<file path="config.mk">
export PLATFORM = sky130hd
export DESIGN_NAME = qcr_queue
export DESIGN_NICKNAME = d
export VERILOG_FILES = /design/src/rtl/core/qcr_pkg.sv /design/src/rtl/core/qcr_queue.sv
export SDC_FILE = /design/constraint.sdc
export NUM_CORES = 1
export LEC_CHECK = 0
export ABC_AREA = 1
export BUFFER_PORTS_ARGS = -buffer_cell sky130_fd_sc_hd__buf_2
export CORE_AREA = 5 5 171 173
export DETAILED_ROUTE_END_ITERATION = 7
export DIE_AREA = 0 0 176 178
export MAX_ROUTING_LAYER = met4
export PLACE_DENSITY_LB_ADDON = 0.08
export SETUP_SLACK_MARGIN = 0.05
export SYNTH_ARGS = -nofsm -noshare
export SYNTH_HDL_FRONTEND = slang
export SYNTH_SLANG_ARGS = --single-unit
export TNS_END_PERCENT = 5
</file>
<file path="constraint.sdc">
create_clock -name clk_i -period 6 [get_ports clk_i]
set_input_delay 0 -clock clk_i [delete_from_list [all_inputs] [get_ports clk_i]]
set_output_delay 0 -clock clk_i [all_outputs]
set_load 0.1 [all_outputs]
</file>
<file path="src/rtl/core/qcr_pkg.sv">
// shared widths, register indexes and item types for the quadtree cell refine step
package qcr_pkg;

  localparam int CoordW      = 25;
  localparam int DepthW      = 4;
  localparam int CfgW        = 25;
  localparam int CfgIdxW     = 2;
  localparam int FracBitsDef = 24;
  localparam int QueueDepth  = 4;
  localparam int TdataW      = 80;

  // configuration register indexes
  localparam logic [CfgIdxW-1:0] CfgMinSize  = 2'd0;
  localparam logic [CfgIdxW-1:0] CfgSizeGain = 2'd1;
  localparam logic [CfgIdxW-1:0] CfgMinDepth = 2'd2;
  localparam logic [CfgIdxW-1:0] CfgMaxDepth = 2'd3;

  typedef struct packed {
    logic [CoordW-1:0] min_size;
    logic [CoordW-1:0] size_gain;
    logic [DepthW-1:0] min_depth;
    logic [DepthW-1:0] max_depth;
  } cfg_t;

  // classified cell, split is only meaningful after the front end
  typedef struct packed {
    logic [CoordW-1:0] x;
    logic [CoordW-1:0] y;
    logic [CoordW-1:0] size;
    logic [DepthW-1:0] depth;
    logic              split;
  } cell_t;

  typedef struct packed {
    logic [CoordW-1:0] x;
    logic [CoordW-1:0] y;
    logic [CoordW-1:0] size;
    logic [DepthW-1:0] depth;
    logic              leaf;
    logic              last;
  } res_t;

endpackage

</file>
<file path="src/rtl/core/qcr_queue.sv">
// short queue of classified cells between front and back end
module qcr_queue import qcr_pkg::*; (
  input  logic  clk_i,
  input  logic  rst_ni,
  input  logic  push_valid_i,
  output logic  push_ready_o,
  input  cell_t push_cell_i,
  output logic  pop_valid_o,
  input  logic  pop_i,
  output cell_t pop_cell_o
);

  localparam int PtrW = $clog2(QueueDepth);
  localparam int CntW = $clog2(QueueDepth + 1);

  cell_t             mem_q [QueueDepth];
  logic [PtrW-1:0]   wr_ptr_q, rd_ptr_q;
  logic [CntW-1:0]   cnt_q, cnt_d;
  logic              wr, rd;

  assign push_ready_o = cnt_q < CntW'(QueueDepth);
  assign pop_valid_o  = cnt_q != '0;
  assign pop_cell_o   = mem_q[rd_ptr_q];
  assign wr           = push_valid_i && push_ready_o;
  assign rd           = pop_i && pop_valid_o;

  always_comb begin
    cnt_d = cnt_q;
    if (wr && !rd) begin
      cnt_d = cnt_q + CntW'(1);
    end else if (rd && !wr) begin
      cnt_d = cnt_q - CntW'(1);
    end
  end

  always_ff @(posedge clk_i or negedge rst_ni) begin
    if (!rst_ni) begin
      wr_ptr_q <= '0;
      rd_ptr_q <= '0;
      cnt_q    <= '0;
    end else begin
      cnt_q <= cnt_d;
      if (wr) begin
        wr_ptr_q <= (wr_ptr_q == PtrW'(QueueDepth - 1)) ? '0 : wr_ptr_q + PtrW'(1);
      end
      if (rd) begin
        rd_ptr_q <= (rd_ptr_q == PtrW'(QueueDepth - 1)) ? '0 : rd_ptr_q + PtrW'(1);
      end
    end
  end

  always_ff @(posedge clk_i) begin
    if (wr) begin
      mem_q[wr_ptr_q] <= push_cell_i;
    end
  end

endmodule

</file>
==> results_dict.tcl <==
set metrics [dict create \
    avgViaCountPerCell 4.97 \
    fp-row-count 61 \
    synthesis.nets 1079 \
    die_w_um 176 \
    drive_above_1_share 0.281 \
    slew-limit-headroom 0.267 \
    drt_pass1_iterations 4 \
    clk_pin_slew_ns 0.06 \
    tns_ns 0 \
    min_path_type "in -> reg" \
    drt_iter0_markers 654 \
    syn_to_final_growth_pct 20.6 \
    cp_slowest_cell "dfrtp_4" \
    crit_chain "inv_4 -> buf_4 -> o211ai_2 -> nand2_1 -> buf_2" \
    ff_latch_area_um2 9790 \
    hold_buffers 83 \
    numClockSinks 327 \
    avgSynthCellArea_um2 14.0 \
    fmax_mhz 299 \
    cts_tree "yes" \
    finClkSkew_ns 0.0126 \
    drc_errors 0 \
    synthesis.instances 988 \
    grt_pass1_wl_um 43800 \
    insertion_delay_ns 0.50 \
    cts.root.buffer_cell "clkbuf_16" \
    track_usage 0.184 \
    cp-end-kind "output pin" \
    h-tree-depth 2 \
    synth-seq-cells 327 \
    ys_seq_area_frac 0.707 \
    cts-buffers-inserted 35 \
    outcome "finished, final reports clean" \
    placed_area_um2 14700 \
    grt_setup_unrepaired "no" \
    reg2reg_to "mem_q[1][35]" \
    ys_types 18 \
    core-area_um2 27500 \
    rrSetupSlack_ns 3.19 \
    die_h_um 178 \
    dp_hpwl_um 15600 \
    cts_setup_buffers 0 \
    crit_path_start_kind "register" \
    max-cap-violations 0 \
    hold_viol 0 \
    path_class "reg -> out" \
    holdPathEnd "wr_ptr_q[0]" \
    crit_fanout 41 \
    drv_slew 0 \
    crit_required_ns 6.00 \
    layout.nets 1320 \
    cts_max_path_buffers 3 \
    ff2ff_path_depth 4 \
    cts_resized 0 \
    fin_area_um2 16700 \
    dieArea_um2 31300 \
    multi_input_area_um2 2950 \
    vias 7953 \
    wl_um 27500 \
    n_fill_cell 2161 \
    max_stage_delay_ns 0.78 \
    period_minus_slack_ns 3.34 \
    overflow 0 \
    grt_max_degree 190 \
    synth_warnings 0 \
    r2r-start "cnt_q[2]" \
    ant_nets 0 \
    antenna_found_initial 2 \
    io_buffers 165 \
    finalCritPeriodShare 0.557 \
    hold_depth 4 \
    initial_core_util 0.503 \
    worstPathArrival_ns 3.34 \
    tightest_slew_ns 1.10 \
    holdCritStartpoint "push_valid_i" \
    detail_route.wl_per_cell_um 17.1 \
    setup_viol 0 \
    gp_congestion 0.737 \
    num_io_pins 166 \
    synth_area_um2 13800 \
    grt_pass1_vias 7903 \
]
-- how the worst max path moves through the flow --
stage                     cells past startpoint         from             end  slack (ns)
final                                         5  rd_ptr_q[1]  pop_cell_o[79]        2.66
after global routing                          5  rd_ptr_q[1]  pop_cell_o[65]        2.49
after CTS                                     5  rd_ptr_q[1]  pop_cell_o[74]        2.61
after detailed placement                      4     cnt_q[2]    mem_q[1][48]        3.14
after global placement                        4     cnt_q[2]    mem_q[1][48]        3.12
after floorplan                               3     cnt_q[2]     mem_q[0][0]        1.14
-- layer usage --
layer	GRT usage	part of all wire
met4	0.0383	0.014
met5	-	0
met2	0.294	0.48
met3	0.0331	0.044
met1	0.251	0.46
-- sequential cells by signal (all words and copies together) (netlist names) --
signal,cells
rd_ptr_q,2
wr_ptr_q,2
cnt_q,3
mem_q,320
-- stage by stage --
step                      hold slack [ns]  std cells  setup WS, ns  utilization
after floorplan                    -0.296        988          1.14            -
after global placement             -0.151       1455          3.12        0.536
after detailed placement           -0.148       1455          3.14        0.536
after CTS                           0.148       1599          2.61        0.607
after global routing                0.198       1601          2.49        0.607
final                               0.155       1601          2.66        0.607
-- cell type report --
cell class              instances  share of cell area
clock buffers                  43              0.0574
flip-flops and latches        327               0.587
well taps                     346              0.0259
clock inverters                18             0.00975
multi-input cells             436               0.177
diodes                          2            0.000300
inverters                     172              0.0388
repair buffers                257               0.104
-- logic make-up after synthesis --
group	synth area share
XOR/XNOR	0.000633
AO/OA/AOI/OAI	0.131
flip-flops	0.707
buffers and inverters	0.0815
AND/OR/NAND/NOR	0.0727
adder cells (fa/ha/maj)	0.00687
-- cells in the mapped netlist --
master,count,area share
nand3_1,4,0.0014
ha_1,6,0.0054
nand4_1,1,0.00045
inv_4,1,0.00045
edfxtp_1,320,0.69
o21ai_0,2,0.00072
buf_6,31,0.025
o211ai_1,40,0.022
buf_8,2,0.0022
nor2_1,6,0.0016
dfrtp_1,7,0.013
xnor2_1,1,0.00063
buf_2,20,0.0072
o211ai_2,120,0.11
fa_1,1,0.0014
inv_2,2,0.00054
nand2_1,255,0.069
inv_1,169,0.046
-- cells in the final DEF (no fill, tap or decap), types with 3 or more instances in the layout --
cell,count
buf_2,165
buf_4,8
bufinv_16,3
clkbuf_1,5
clkbuf_16,37
clkinv_1,7
clkinv_2,6
dfrtp_1,5
dlygate4sd3_1,83
edfxtp_1,320
ha_1,6
inv_1,169
nand2_1,255
nand3_1,4
nor2_4,4
o211ai_1,40
o211ai_2,120
-- critical path, delay by kind of cell (launching register included) --
kind	cells	cell delay [ns]
AO/OA/AOI/OAI	1	0.17
buffers and inverters	3	1.68
flip-flops	1	0.78
AND/OR/NAND/NOR	1	0.14
Power is left out: the tool's default activity adds up to more than one toggle a clock period on the data nets, which glitch-free logic cannot reach.
