`src/rtl/core/qcr_pkg.sv`:
```
// shared widths, register indexes and item types for the quadtree cell refine step
package qcr_pkg;

  localparam int CoordW      = 25;
  localparam int DepthW      = 4;
  localparam int CfgW        = 25;
  localparam int CfgIdxW     = 2;
  localparam int FracBitsDef = 24;
  localparam int QueueDepth  = 4;
  localparam int TdataW      = 80;

  // configuration register indexes
  localparam logic [CfgIdxW-1:0] CfgMinSize  = 2'd0;
  localparam logic [CfgIdxW-1:0] CfgSizeGain = 2'd1;
  localparam logic [CfgIdxW-1:0] CfgMinDepth = 2'd2;
  localparam logic [CfgIdxW-1:0] CfgMaxDepth = 2'd3;

  typedef struct packed {
    logic [CoordW-1:0] min_size;
    logic [CoordW-1:0] size_gain;
    logic [DepthW-1:0] min_depth;
    logic [DepthW-1:0] max_depth;
  } cfg_t;

  // classified cell, split is only meaningful after the front end
  typedef struct packed {
    logic [CoordW-1:0] x;
    logic [CoordW-1:0] y;
    logic [CoordW-1:0] size;
    logic [DepthW-1:0] depth;
    logic              split;
  } cell_t;

  typedef struct packed {
    logic [CoordW-1:0] x;
    logic [CoordW-1:0] y;
    logic [CoordW-1:0] size;
    logic [DepthW-1:0] depth;
    logic              leaf;
    logic              last;
  } res_t;

endpackage

```
`src/rtl/core/qcr_back.sv`:
```
// back end: expands a split cell into four children, or passes a leaf, into the output register
module qcr_back import qcr_pkg::*; (
  input  logic  clk_i,
  input  logic  rst_ni,
  input  logic  head_valid_i,
  input  cell_t head_cell_i,
  output logic  pop_o,
  output logic  m_valid_o,
  input  logic  m_ready_i,
  output res_t  m_res_o
);

  logic [1:0]        k_q;
  logic              o_valid_q;
  res_t              o_res_q, res_c;
  logic              slot_free, take, last;
  logic [CoordW-3:0] quarter;
  logic [CoordW:0]   x_add, x_sub, y_add, y_sub;
  logic              x_plus, y_plus;

  assign slot_free = !o_valid_q || m_ready_i;
  assign take      = head_valid_i && slot_free;
  assign last      = !head_cell_i.split || (k_q == 2'd3);
  assign pop_o     = take && last;

  // child order: lower left, lower right, upper right, upper left
  assign x_plus  = (k_q == 2'd1) || (k_q == 2'd2);
  assign y_plus  = k_q[1];
  assign quarter = head_cell_i.size[CoordW-1:2];

  assign x_add = {1'b0, head_cell_i.x} + {3'b0, quarter};
  assign x_sub = {1'b0, head_cell_i.x} - {3'b0, quarter};
  assign y_add = {1'b0, head_cell_i.y} + {3'b0, quarter};
  assign y_sub = {1'b0, head_cell_i.y} - {3'b0, quarter};

  always_comb begin
    res_c = '0;
    if (!head_cell_i.split) begin
      res_c.x     = head_cell_i.x;
      res_c.y     = head_cell_i.y;
      res_c.size  = head_cell_i.size;
      res_c.depth = head_cell_i.depth;
      res_c.leaf  = 1'b1;
      res_c.last  = 1'b1;
    end else begin
      // saturate at the top of the range and at zero
      if (x_plus) begin
        res_c.x = x_add[CoordW] ? '1 : x_add[CoordW-1:0];
      end else begin
        res_c.x = x_sub[CoordW] ? '0 : x_sub[CoordW-1:0];
      end
      if (y_plus) begin
        res_c.y = y_add[CoordW] ? '1 : y_add[CoordW-1:0];
      end else begin
        res_c.y = y_sub[CoordW] ? '0 : y_sub[CoordW-1:0];
      end
      res_c.size  = {1'b0, head_cell_i.size[CoordW-1:1]};
      res_c.depth = head_cell_i.depth + DepthW'(1);
      res_c.leaf  = 1'b0;
      res_c.last  = k_q == 2'd3;
    end
  end

  always_ff @(posedge clk_i or negedge rst_ni) begin
    if (!rst_ni) begin
      k_q       <= '0;
      o_valid_q <= 1'b0;
    end else begin
      if (take) begin
        o_valid_q <= 1'b1;
        k_q       <= last ? 2'd0 : k_q + 2'd1;
      end else if (m_ready_i) begin
        o_valid_q <= 1'b0;
      end
    end
  end

  always_ff @(posedge clk_i) begin
    if (take) begin
      o_res_q <= res_c;
    end
  end

  assign m_valid_o = o_valid_q;
  assign m_res_o   = o_res_q;

endmodule

```
`config.mk`:
```
export PLATFORM = sky130hd
export DESIGN_NAME = qcr_back
export DESIGN_NICKNAME = d
export VERILOG_FILES = /design/src/rtl/core/qcr_pkg.sv /design/src/rtl/core/qcr_back.sv
export SDC_FILE = /design/constraint.sdc
export NUM_CORES = 1
export LEC_CHECK = 0
export ABC_AREA = 1
export BUFFER_PORTS_ARGS = -buffer_cell sky130_fd_sc_hd__buf_2
export CELL_PAD_IN_SITES_DETAIL_PLACEMENT = 0
export CELL_PAD_IN_SITES_GLOBAL_PLACEMENT = 2
export CORE_AREA = 10 10 214 216
export DETAILED_ROUTE_END_ITERATION = 10
export DIE_AREA = 0 0 224 226
export GPL_TIMING_DRIVEN = 0
export HOLD_SLACK_MARGIN = 0.02
export PLACE_DENSITY_LB_ADDON = 0.1
export SLEW_MARGIN = 20
export SYNTH_ARGS = -nofsm -noshare
export SYNTH_HDL_FRONTEND = slang
export SYNTH_SLANG_ARGS = --single-unit
```
`constraint.sdc`:
```
create_clock -name clk_i -period 2.9 [get_ports clk_i]
set_input_delay 0.145 -clock clk_i [delete_from_list [all_inputs] [get_ports clk_i]]
set_output_delay 0.145 -clock clk_i [all_outputs]
set_load 0.01 [all_outputs]
```
==> results by group, run 1 <==
Run status
  • Status: finished, final reports clean

Die
  • CORE AREA: 41570 um^2
  • Row count: 75
  • DIE HEIGHT: 226 um
  • Die width: 224 um
  • Io pins: 167
  • Die area: 50620 um^2
  • Starting density of the core: 27.60%

Route
  • WL met2: 27920 um
  • Post-route ant nets: 0
  • Top Layer Used: met4
  • Met3 wire len: 1705 um
  • Met1 Routed Length: 22030 um
  • Drt total wl: 52850 um
  • Vias per inst: 4.558
  • Starting DRC count in detailed routing: 770
  • DRT Pass-1 Iters: 5
  • Total number of vias: 12290
  • Avg WL per Cell: 19.60 um
  • DRC Markers: 0

Synthesis
  • Sequential element share of the synthesized area: 21.85%
  • Mapped Nets: 2156
  • Netlist cell types: 43
  • Synthesized flop and latch total: 84
  • Adder-cell share of the synthesized area: 10.95%
  • Post-synthesis compound-gate area fraction: 7.229%
  • Mapped cell area: 11470 um^2
  • Cells after synthesis: 1974
  • Largest family of logic cells by synthesized area: simple AND/OR/NAND/NOR gates
  • Ys Warns: 0
  • Mux contribution to synthesized area: 0%
  • Post-synthesis xor/xnor area fraction: 2.519%
  • Mean Syn Cell Area: 5.813 um^2
  • Synth Area in Simple Gates: 42.71%

Final layout
  • Synth-to-Final Area Change: 16.06%
  • Share of layout cells above drive strength 1: 12.94%
  • Most frequent cells in the layout: nand2_1, inv_1, nor2_1
  • Most common cell after layout, fill and taps aside: nand2_1
  • Post-route insts no fill: 2696
  • FF/Latch Area: 2507 um^2
  • Layout fillers: 4824
  • Multi-input combinational cell area: 7283 um^2
  • Final #Nets: 2334
  • Final core utilization: 32.04%

Timing
  • Worst hold slack: 0.04968 ns
  • Least-Margin Pin Slew: 1.033 ns
  • Final period util: 92.83%
  • Final Max Tran Viols: 0
  • Max Clk Rate: 371.5 MHz
  • Setup ws final: 0.2081 ns
  • Clk_skew: 0.01487 ns
  • Final Hold Viols: 0
  • Minimum clock period: 2.692 ns
  • Final Setup Violations: 0
  • Max_slew headroom: 31.11%
  • RSZ-0062 raised after global routing: false

Flow run
  • Max cap viols: 0

Clocking
  • Clk slew on worst S/H paths: 0.08 ns
  • Clk Latency, worst-skew pair: 0.40 ns
  • CTS tree: built
  • Sinks on Clock Net: 84
  • CTS Root Buffer Type: clkbuf_16
  • CTS H-Tree Depth: 3
  • Clock Path Buffers: 2
  • Cts bufs inserted: 9

Min path
  • HP Class: input port to register

Setup path
  • Worst Path Arrival: 2.83 ns
  • CP Class: input port to register
  • CP delay by family, top: simple AND/OR/NAND/NOR gates
  • Crit path launch type: input port
  • CP peak stage delay: 0.44 ns
  • CP Max Fanout: 10
  • Slowest CP cell: ha_1
  • WP buf/inv: 5
  • Cell Chain, Critical Path: buf_2 -> inv_1 -> ha_1 -> inv_1 -> nand2_1 -> nand2_1 -> inv_1 -> nand2_1 -> nand2_1 -> nand2_1 -> nand2_1 -> nand3_2 -> nand2_2 -> nand2_4 -> buf_4 -> nor2_1 -> nor2_1
  • Critical Path RT: 3.04 ns
  • Worst Setup End Kind: register
  • CP most frequent cell: nand2_1

Placed design
  • Final Wtd Congestion: 0.9017
  • I/O Buffers: 163
  • Placed cells: 2677
  • Detail Placement HPWL: 45200 um
  • Post-place setup slack: -0.3192 ns

Pwr
  • Combinational share of power: 50.1%
  • Pint: 3.012 mW
  • Sequential power share: 27.7%
  • PD cells: 420.4 nW/um^2
  • Clock network power share: 22.2%
  • Leakage power: 7.431 nW
  • Psw: 2.587 mW
  • PnR Total Power: 5.599 mW
  • Switching share of power: 46.20%
  • Maximum vdd drop: 246.1 uV

Global routing
  • Antenna violations before repair: 2
  • First-pass GRT wire length: 77470 um
  • Vias in the first global route: 12540
  • GRT Total Usage: 20.73%
  • Grt ovf: 0
  • Largest net degree at the start of global routing: 53
synthesized netlist by cell type (all sizes together):
master  instances  area [um^2]
ha             94         1176
inv           379         1425
a21oi          73        402.9
nand3b          9        83.83
or2            15        93.84
o21a            1        7.510
nand4          30        187.7
clkbuf         16        61.30
dfrtp           3        75.07
a31oi           1        6.260
nand3         111        595.6
nor2          268         1028
a22oi           1        7.510
o21bai         14        105.1
nor4            1        6.260
clkinv          1        3.750
fa              4        80.08
o21ai          60        300.3
xnor2           4        35.03
edfxtp         81         2432
buf            31        201.5
nand2         731         2811
xor2           29        254.0
nor3           14        75.07
and2            3        18.77
sequential cells by signal (all words and copies together) (netlist names):
name,cells
k_q,2
m_res_o,81
m_valid_o,1
logic make-up (layout without fill, tap and decap cells):
family                   count (synthesis)  count (layout)
flip-flops                              84              84
AO/OA/AOI/OAI                          150             150
XOR/XNOR                                33              33
other                                    0               1
adder cells (fa/ha/maj)                 98              98
buffers and inverters                  427             609
AND/OR/NAND/NOR                       1182            1182
power by group through the flow:
stage	sequential [mW]	clock (mW)	combinational (mW)
2_1_floorplan	1.65	0	1.69
3_3_place_gp	1.58	0	2.83
3_5_place_dp	1.58	0	2.83
4_1_cts	1.55	1.27	2.84
5_1_grt	1.56	1.30	3.16
6_report	1.55	1.24	2.81
per-layer routing:
layer / global-route usage, % / up-vias
li1: - / 6385
met1: 23.86 / 5646
met2: 39.45 / 216
met3: 2.011 / 42
met4: 6.165 / 0
met5: 0 / -
path summary, 6_finish.rpt:
| path | from | endpoint | slack [ns] | cells past startpoint |
|---|---|---|---|---|
| worst max-delay path | head_cell_i[11] | m_res_o[47] | 0.21 | 17 |
| worst min-delay path | head_cell_i[6] | m_res_o[7] | 0.05 | 3 |
| worst max register to register | k_q[0] | m_res_o[66] | 0.39 | 7 |
| worst min register to register | m_valid_o | m_valid_o | 0.53 | 2 |
| max in group asynchronous | rst_ni | m_valid_o | 2.67 | 2 |
| min in group asynchronous | rst_ni | k_q[0] | 0.10 | 2 |
final cells by class:
class | count | share of cell area (%)
Multi-Input combinational cell | 1463 | 54.69
Timing Repair Buffer | 167 | 6.558
Sequential cell | 84 | 18.83
Tap cell | 539 | 5.064
Buffer | 47 | 1.973
Clock buffer | 10 | 1.719
Inverter | 380 | 10.75
Antenna cell | 1 | 0.01879
Clock inverter | 5 | 0.4040
worst register-to-register path, stage by stage, from the launching register on:
cell and delay (ns):
dfrtp_1 0.40, ha_1 0.37, clkinv_1 0.46, nand2_2 0.43, buf_6 0.22, nor2_1 0.06, nor2_1 0.25, nor2_1 0.07
through the flow:
step           area (um^2)  setup TNS, ns
2_1_floorplan        11470              0
3_3_place_gp         12960         -60.83
3_5_place_dp         13000         -2.271
4_1_cts              13310              0
5_1_grt              13320              0
6_report             13320              0
repair_timing:
action                     4_1_cts  5_1_grt
hold buffers                     3        0
hold endpoints to repair         5        0
setup endpoints to repair        0        3
buffers inserted                 0        0
resized for setup                0        1
No activity file was read; power rests on OpenSTA's default activity.
==> inputs of run 2 (changes only) <==
==> constraint.sdc (replaced) <==
create_clock -name clk_i -period 2.9 [get_ports clk_i]
set_input_delay 0.145 -clock clk_i [delete_from_list [all_inputs] [get_ports clk_i]]
set_output_delay 0.145 -clock clk_i [all_outputs]
set_load 0.05 [all_outputs]
==> run 2 against run 1 <==
  * Highest routed layer unchanged
  * Flip-flop and latch count did not move
  * Critical path type unchanged
  * Critical path depth is the same
  * Clock-buffer cell count is 1 lower
  * Via count up 0.82%
  * Clock skew increased by 0.0035 ns
==> results by group, run 2 (synthesized netlist as in run 1, its figures left out) <==
Setup path
  • Crit path launch type: input port
  • CP Class: input port to register
  • Critical Path RT: 3.05 ns (about the same)
  • Worst Path Arrival: 2.82 ns (about the same)
  • CP Max Fanout: 10 (unchanged)
  • Worst Setup End Kind: register

Route
  • Total number of vias: 12390 (+0.82%)
  • Met3 wire len: 1485 um (-13%)
  • Avg WL per Cell: 19.55 um (-0.26%)
  • DRC Markers: 0 (unchanged)
  • Post-route ant nets: 0 (unchanged)
  • Top Layer Used: met4
  • Vias per inst: 4.589 (+0.67%)
  • Met1 Routed Length: 22000 um (-0.15%)
  • DRT Pass-1 Iters: 7 (+2)
  • Starting DRC count in detailed routing: 697 (-9.5%)
  • Drt total wl: 52790 um (-0.11%)
  • WL met2: 27780 um (-0.50%)

Die
  • Starting density of the core: 27.60% (unchanged)
  • Row count: 75 (unchanged)
  • Die area: 50620 um^2 (unchanged)
  • DIE HEIGHT: 226 um (unchanged)
  • Die width: 224 um (unchanged)
  • Io pins: 167 (unchanged)
  • CORE AREA: 41570 um^2 (unchanged)

Clocking
  • Clk Latency, worst-skew pair: 0.40 ns (about the same)
  • CTS Root Buffer Type: clkbuf_16
  • CTS tree: built
  • Cts bufs inserted: 9 (unchanged)
  • CTS H-Tree Depth: 3 (unchanged)
  • Sinks on Clock Net: 84 (unchanged)
  • Total setup buffers inserted after CTS: 0 (unchanged)
  • Clk slew on worst S/H paths: 0.08 ns (about the same)
  • Clock Path Buffers: 2 (unchanged)

Timing
  • Final Max Tran Viols: 0 (unchanged)
  • Minimum clock period: 2.669 ns (-0.02317 ns)
  • Clk_skew: 0.01839 ns (+0.003521 ns)
  • Worst hold slack: 0.05449 ns (+0.004812 ns)
  • Setup TNS: 0 ns (unchanged)
  • RSZ-0062 raised after global routing: false
  • Max_slew headroom: 34.31% (+3.2 points)
  • Final period util: 92.03% (-0.80 points)
  • Least-Margin Pin Slew: 0.9854 ns (-0.04797 ns)
  • Final Setup Violations: 0 (unchanged)
  • Max Clk Rate: 374.7 MHz (+0.87%)
  • Final Hold Viols: 0 (unchanged)

Final layout
  • Synth-to-Final Area Change: 16.87%
  • Most common cell after layout, fill and taps aside: nand2_1
  • Final #Nets: 2336 (+0.086%)
  • Layout fillers: 4831 (+0.15%)
  • Most frequent cells in the layout: nand2_1, inv_1, nor2_1
  • Share of layout cells above drive strength 1: 13.11% (+0.17 points)
  • Design Area, Final: 13410 um^2 (+0.70%)
  • Max reg flops: 81 (unchanged)

Pwr
  • Sequential power share: 25.0% (-2.7 points)
  • Leakage power: 7.470 nW (+0.53%)
  • Maximum vdd drop: 326.3 uV (+33%)
  • Clock network power share: 24.1% (+1.9 points)
  • Psw: 2.991 mW (+16%)
  • PD cells: 462.1 nW/um^2 (+9.9%)
  • Pint: 3.206 mW (+6.4%)
  • Combinational share of power: 50.9% (+0.8 points)
  • Switching share of power: 48.26% (+2.1 points)

Placed design
  • Detail Placement HPWL: 45150 um (-0.10%)
  • Final Wtd Congestion: 0.8886 (-1.5%)
  • I/O Buffers: 163 (unchanged)
  • DP Area: 13010 um^2 (+0.11%)

Min path
  • HP Class: input port to register

Global routing
  • First-pass GRT wire length: 77240 um (-0.29%)
  • GRT Total Usage: 20.70% (-0.029 points)
  • Vias in the first global route: 12510 (-0.26%)
  • Largest net degree at the start of global routing: 34 (-36%)
  • Antenna violations before repair: 2 (unchanged)
  • Grt ovf: 0 (unchanged)

Run status
  • Status: finished, final reports clean

Flow run
  • Max cap viols: 0 (unchanged)
[run 2: metal layers]
layer  vias to the layer above  global-route usage (%)
li1                       6384                       -
met4                         0                   7.372
met5                         -                       0
met1                      5741                   23.67
met3                        59                   1.959
met2                       206                   39.09
[run 2: cell type report]
cell class | count | area (um^2) | area share (%)
multi-input combinational | 1463 | 7283 | 54.31
sequential | 84 | 2507 | 18.70
inverter | 380 | 1433 | 10.68
timing repair buffer | 169 | 895.9 | 6.680
tap | 539 | 674.4 | 5.029
buffer | 47 | 262.8 | 1.959
clock buffer | 9 | 225.2 | 1.679
clock inverter | 7 | 123.9 | 0.9237
antenna | 2 | 5.005 | 0.03732
[run 2: worst max-delay path: stages]
cell      delay, ns
buf_2          0.19
inv_1          0.18
ha_1           0.32
buf_2          0.17
nand2_1        0.15
inv_1          0.05
nand2_1        0.08
nand2_1        0.05
nand2_1        0.06
nand3b_2       0.15
nand2_1        0.14
nand3_1        0.23
nand2_1        0.14
buf_2          0.28
o21ai_0        0.17
nor2_1         0.22
nor2_1         0.07
[run 2: worst paths after layout]
path / end / startpoint / depth (start not counted) / slack, ns
worst max-delay path: m_res_o[37] / head_cell_i[10] / 17 / 0.23
worst min-delay path: m_valid_o / head_valid_i / 3 / 0.05
worst max register to register: m_res_o[37] / k_q[1] / 7 / 0.42
worst min register to register: m_valid_o / m_valid_o / 2 / 0.49
max in group asynchronous: m_valid_o / rst_ni / 2 / 2.67
min in group asynchronous: k_q[1] / rst_ni / 2 / 0.09
[run 2: repair_timing]
item                       CTS  global route
setup endpoints to repair    0             3
hold endpoints to repair     6             0
hold buffers                 4             0
resized for setup            0             1
[run 2: power by group through the flow]
stage          clock network, mW  registers, mW  logic [mW]
5_1_grt                     1.55           1.56        3.51
4_1_cts                     1.52           1.55        3.19
2_1_floorplan                  0           2.00        1.69
3_3_place_gp                   0           1.58        3.18
3_5_place_dp                   0           1.58        3.18
6_report                    1.49           1.55        3.16
[run 2: stage by stage]
| stage | util [%] | setup slack [ns] | cells | total power [mW] |
|---|---|---|---|---|
| 5_1_grt | 32.25 | 0.009511 | 2699 | 6.620 |
| 3_5_place_dp | 31.29 | -0.3214 | 2678 | 4.755 |
| 6_report | 32.26 | 0.2312 | 2700 | 6.197 |
| 3_3_place_gp | 31.20 | -0.3735 | 2676 | 4.756 |
| 4_1_cts | 32.23 | 0.09285 | 2698 | 6.262 |
| 2_1_floorplan | - | 0.3994 | 1974 | 3.691 |
